--- src/design/slbs_pkg.sv ---
// Shared types, constants and helpers of the spectral loudness band split.
`default_nettype none

package slbs_pkg;

	// Fixed field widths
	localparam int SAMPLE_W   = 24;
	localparam int BIN_W      = 10;
	localparam int MAG_W      = 24;
	localparam int RECIP_W    = 16;
	localparam int RECIP_FRAC = 24;
	localparam int MASK_FRAC  = 16;
	localparam int MASK_W     = MASK_FRAC + 1;
	localparam int CFG_W      = 24;
	localparam int CFG_IDX_W  = 3;

	// Magnitude path
	localparam int ROOT_W   = 24;
	localparam int SUMSQ_W  = 48;
	localparam int SMOOTH_W = 16;
	localparam logic [SMOOTH_W-1:0] SMOOTH_COEF = 16'd18350;  // 0.28 in Q0.16

	// Mask constants
	localparam logic [MASK_W-1:0] MASK_ONE  = MASK_W'(1) << MASK_FRAC;
	localparam logic [MASK_W-1:0] MASK_HALF = MASK_W'(1) << (MASK_FRAC - 1);

	// Queue between front and back
	localparam int QUEUE_DEPTH = 2;

	typedef enum logic [CFG_IDX_W-1:0] {
		CFG_LOUD_EDGE_LOW    = 3'd0,
		CFG_LOUD_EDGE_HIGH   = 3'd1,
		CFG_LOUD_SPAN_RECIP  = 3'd2,
		CFG_QUIET_EDGE_LOW   = 3'd3,
		CFG_QUIET_EDGE_HIGH  = 3'd4,
		CFG_QUIET_SPAN_RECIP = 3'd5
	} cfg_index_t;

	typedef struct packed {
		logic [BIN_W-1:0]           bin_number;
		logic signed [SAMPLE_W-1:0] left_real;
		logic signed [SAMPLE_W-1:0] left_imag;
		logic signed [SAMPLE_W-1:0] right_real;
		logic signed [SAMPLE_W-1:0] right_imag;
	} in_item_t;

	typedef struct packed {
		logic signed [SAMPLE_W-1:0] loud_left_real;
		logic signed [SAMPLE_W-1:0] loud_left_imag;
		logic signed [SAMPLE_W-1:0] loud_right_real;
		logic signed [SAMPLE_W-1:0] loud_right_imag;
		logic signed [SAMPLE_W-1:0] mid_left_real;
		logic signed [SAMPLE_W-1:0] mid_left_imag;
		logic signed [SAMPLE_W-1:0] mid_right_real;
		logic signed [SAMPLE_W-1:0] mid_right_imag;
		logic signed [SAMPLE_W-1:0] quiet_left_real;
		logic signed [SAMPLE_W-1:0] quiet_left_imag;
		logic signed [SAMPLE_W-1:0] quiet_right_real;
		logic signed [SAMPLE_W-1:0] quiet_right_imag;
	} out_item_t;

	// Bin values with imaginary parts already zeroed at DC and Nyquist
	typedef struct packed {
		logic signed [SAMPLE_W-1:0] left_real;
		logic signed [SAMPLE_W-1:0] left_imag;
		logic signed [SAMPLE_W-1:0] right_real;
		logic signed [SAMPLE_W-1:0] right_imag;
	} bin_vals_t;

	// Entry of the front-to-back queue
	typedef struct packed {
		logic [MAG_W-1:0] smoothed;
		bin_vals_t        vals;
	} band_item_t;

	typedef struct packed {
		logic [MAG_W-1:0]   edge_low;
		logic [MAG_W-1:0]   edge_high;
		logic [RECIP_W-1:0] span_recip;
	} ramp_cfg_t;

	typedef struct packed {
		ramp_cfg_t loud;
		ramp_cfg_t quiet;
	} split_cfg_t;

	// Magnitude of a two's complement sample; the most negative value maps to 2^(W-1)
	function automatic logic [SAMPLE_W-1:0] abs_val(input logic signed [SAMPLE_W-1:0] v);
		return v[SAMPLE_W-1] ? unsigned'(-v) : unsigned'(v);
	endfunction

endpackage

`default_nettype wire

--- src/design/slbs_queue.sv ---
// Short queue between the front and the back part.
`default_nettype none

module slbs_queue
	import slbs_pkg::*;
(
	input  logic       clk,
	input  logic       arst_n,
	input  logic       push_valid,
	output logic       push_stall,
	input  band_item_t push_data,
	output logic       pop_valid,
	input  logic       pop_stall,
	output band_item_t pop_data
);

	localparam int PTR_W = $clog2(QUEUE_DEPTH);

	band_item_t       entry_q [QUEUE_DEPTH];
	logic [PTR_W-1:0] wr_ptr_q, rd_ptr_q;
	logic [PTR_W:0]   count_q;
	logic             push, pop;

	assign push_stall = count_q == (PTR_W + 1)'(QUEUE_DEPTH);
	assign pop_valid  = count_q != '0;
	assign pop_data   = entry_q[rd_ptr_q];
	assign push       = push_valid && !push_stall;
	assign pop        = pop_valid && !pop_stall;

	// Pointers and fill count
	always_ff @(posedge clk or negedge arst_n) begin
		if (!arst_n) begin
			wr_ptr_q <= '0;
			rd_ptr_q <= '0;
			count_q  <= '0;
		end else begin
			if (push) wr_ptr_q <= wr_ptr_q + 1'b1;
			if (pop) rd_ptr_q <= rd_ptr_q + 1'b1;
			if (push && !pop) count_q <= count_q + 1'b1;
			else if (pop && !push) count_q <= count_q - 1'b1;
		end
	end

	// Entry storage
	always_ff @(posedge clk) begin
		if (push) entry_q[wr_ptr_q] <= push_data;
	end

endmodule

`default_nettype wire

--- config.mk ---
export PLATFORM = sky130hd
export DESIGN_NAME = slbs_queue
export DESIGN_NICKNAME = d
export VERILOG_FILES = /design/src/design/slbs_pkg.sv /design/src/design/slbs_queue.sv
export SDC_FILE = /design/constraint.sdc
export NUM_CORES = 1
export LEC_CHECK = 0
export BUFFER_PORTS_ARGS = -buffer_cell sky130_fd_sc_hd__buf_2
export CORE_MARGIN = 4
export CORE_UTILIZATION = 52
export CTS_BUF_LIST = sky130_fd_sc_hd__clkbuf_16
export CTS_CLUSTER_SIZE = 40
export DETAILED_ROUTE_END_ITERATION = 8
export GPL_TIMING_DRIVEN = 0
export HOLD_SLACK_MARGIN = 0.12
export PLACE_DENSITY_LB_ADDON = 0.1
export SLEW_MARGIN = 10
export SYNTH_ARGS = -nofsm -noshare
export SYNTH_HDL_FRONTEND = slang
export SYNTH_SLANG_ARGS = --single-unit
--- constraint.sdc ---
create_clock -name clk -period 8.8 [get_ports clk]
set_input_delay 0.44 -clock clk [delete_from_list [all_inputs] [get_ports clk]]
set_output_delay 0.44 -clock clk [all_outputs]
set_load 0.01 [all_outputs]
==> run summary <==
DR WL/cell = 17.8 um
TritonCTS clock tree = done
Buf+Inv Stages, Crit Path = 3
max-cap violation count = 0
DIE HEIGHT = 139 um
Total GRT Usage = 18.5%
total wire length = 18.3 mm
Area Overhead vs Synth = 40.5%
Die W = 139 um
final setup fails = 0
post-route cell area = 12500 sq um
Ys Warns = 0
CTS sink cnt = 244
Critical Path Max Stage Delay = 410 ps
Final Net Count = 916
Hold Crit Class = in -> reg
Cell Area, Placed = 10600 sq um
Synth area leaders = edfxtp_1 (81%), mux2_2 (15%), buf_6 (1.1%), dfrtp_1 (1.1%), xnor2_1 (0.30%)
Multi-input gate area = 1460 sq um
PostCTS Resize Cnt = 0
Leakage = 4.79 nW
Synth Register Bits = 244
vias in the first global route = 5541
max-slew violation count = 0
peak fanout along the critical path = 10
Longest Clk Path Bufs = 3
Setup crit start kind = flop
Clk pin slew, worst setup/hold paths = 60 ps
P per Cell Area = 302 nW/um^2
DRT Pass-1 Iters = 4
CP top delay family = buffers and inverters
Synth Cell Area = 8880 sq um
Hold Fails Final Rpt = 0
RSZ-0062 raised after global routing = false
nature of the critical path endpoint = output pin
worst skew pair latency = 500 ps
vias per cell = 4.85
post-synthesis sequential area ratio = 82.3%
largest vdd supply drop = 277 uV
antenna viol nets, final = 0
Starting Density = 53.4%
Iteration-0 DRC Markers = 180
layout cells sized above 1 = 51.4%
detailed placement HPWL = 11.5 mm
I/O pin total = 246
port buffer count = 245
Root Buffer = clkbuf_16
total gr overflow = 0
synthesized area per cell = 22.7 sq um
Die Area = 19200 sq um
level count of the clock H-tree = 1
core box area = 16600 sq um
FP Rows = 47
first-pass GRT wire length = 28.8 mm
status = finished clean
leading area contributor after synthesis = edfxtp_1
crit path cell chain = buf_4 -> buf_6 -> mux2_2 -> buf_2
Yosys top cell area share = 81.1%
register area = 7310 sq um
worst setup path category = reg -> out
fmax = 431 MHz
post-route minimum period = 2320 ps
Final Wtd Congestion = 0.772
largest net degree at the start of global routing = 62
Worst Path Arrival = 1880 ps
synthesized instance count = 392
Synth Net Count = 517
initial antenna violation count = 0
clk_skew = 11.7 ps
Worst slew margin = 43.2%
Slew @ Worst Pin = 850 ps
Synth cell types = 15
# DRC = 0
crit path max-delay cell type = dfrtp_1
vias = 4990
final setup TNS = 0 ps
clock buffer count from CTS = 25
Tcrit/Tclk final = 26.4%
fill count = 1003
Required @ worst endpoint = 8360 ps
-- routing by layer --
layer / global-route usage, % / up-vias / routed length, um / part of all wire, %
met5: 0 / - / 0 / 0
met4: 4.63 / 0 / 435 / 2.4
met3: 6.21 / 32 / 1540 / 8.4
met2: 33.5 / 199 / 9560 / 52
met1: 21.4 / 2399 / 6720 / 37
li1: - / 2360 / - / -
-- layout by cell type, fill, tap and decap left out --
master / instances
buf_12: 1
nand2_1: 1
clkinv_2: 1
buf_4: 1
nor2_4: 1
and3_4: 1
buf_16: 6
dlygate4sd3_1: 120
inv_1: 11
nor2_1: 1
diode_2: 1
clkinv_1: 7
dfrtp_1: 4
buf_2: 248
nand2b_1: 2
buf_6: 9
xnor2_1: 3
or2_2: 1
edfxtp_1: 240
clkbuf_16: 25
clkinvlp_4: 1
xor2_1: 2
ha_1: 1
mux2_2: 120
-- worst paths after layout --
check	depth (start not counted)	from	slack, ps	end
worst max-delay path	4	rd_ptr_q	6480	pop_data[61]
worst min-delay path	1	push_data[63]	150	entry_q[0][63]
worst max register to register	5	count_q[0]	6620	entry_q[0][83]
worst min register to register	1	count_q[1]	510	count_q[1]
max in group asynchronous	2	arst_n	8380	count_q[1]
min in group asynchronous	2	arst_n	290	rd_ptr_q
-- where the power goes --
| group | internal [mW] | switching [mW] | leakage (nW) |
|---|---|---|---|
| clock | 0.509 | 0.388 | 0.371 |
| sequential | 1.59 | 0.0585 | 2.28 |
| combinational | 0.598 | 0.629 | 2.14 |
-- cell usage after synthesis --
| library cell | n |
|---|---|
| buf_4 | 1 |
| buf_2 | 3 |
| and3_1 | 1 |
| dfrtp_1 | 4 |
| nand2b_1 | 2 |
| xnor2_1 | 3 |
| buf_6 | 9 |
| edfxtp_1 | 240 |
| nand2_1 | 1 |
| nor2_1 | 2 |
| or2_2 | 1 |
| xor2_1 | 2 |
| mux2_2 | 120 |
| ha_1 | 1 |
| inv_1 | 2 |
-- sequential cells by signal, summed over array words and instances (netlist names) --
register / flops
entry_q: 240
count_q: 2
rd_ptr_q: 1
wr_ptr_q: 1
-- kinds of logic after synthesis --
| logic type | count (synthesis) | share of synthesized area [%] |
|---|---|---|
| xor+xnor | 5 | 0.493 |
| fa+ha+maj | 1 | 0.141 |
| buf+inv | 15 | 1.48 |
| flops | 244 | 82.3 |
| mux | 120 | 15.2 |
| simple gates | 7 | 0.409 |
-- cell type report --
cell class | instances | area share [%]
repair buffers | 372 | 20.9
well taps | 220 | 2.21
diodes | 1 | 0.0200
inverters | 2 | 0.0601
clock buffers | 25 | 5.01
clock inverters | 18 | 0.581
plain buffers | 13 | 0.992
flip-flops and latches | 244 | 58.5
multi-input cells | 133 | 11.7
-- timing repair --
action,4_1_cts,5_1_grt
endpoints found under the setup margin,0,0
endpoints found under the hold margin,240,2
buffers inserted,0,0
hold buffers,119,1
-- through the flow --
stage	util [%]	cells	power, mW	setup WS [ps]	hold slack, ps
after floorplan	-	392	2.41	2590	144
after global placement	62.4	857	2.84	7.60	247
after detailed placement	63.6	864	2.86	6640	256
after CTS	74.9	1026	3.81	6420	124
after global routing	75.0	1027	3.96	6370	123
final	75.0	1028	3.77	6480	145
Power figures use the tool's default switching activity.
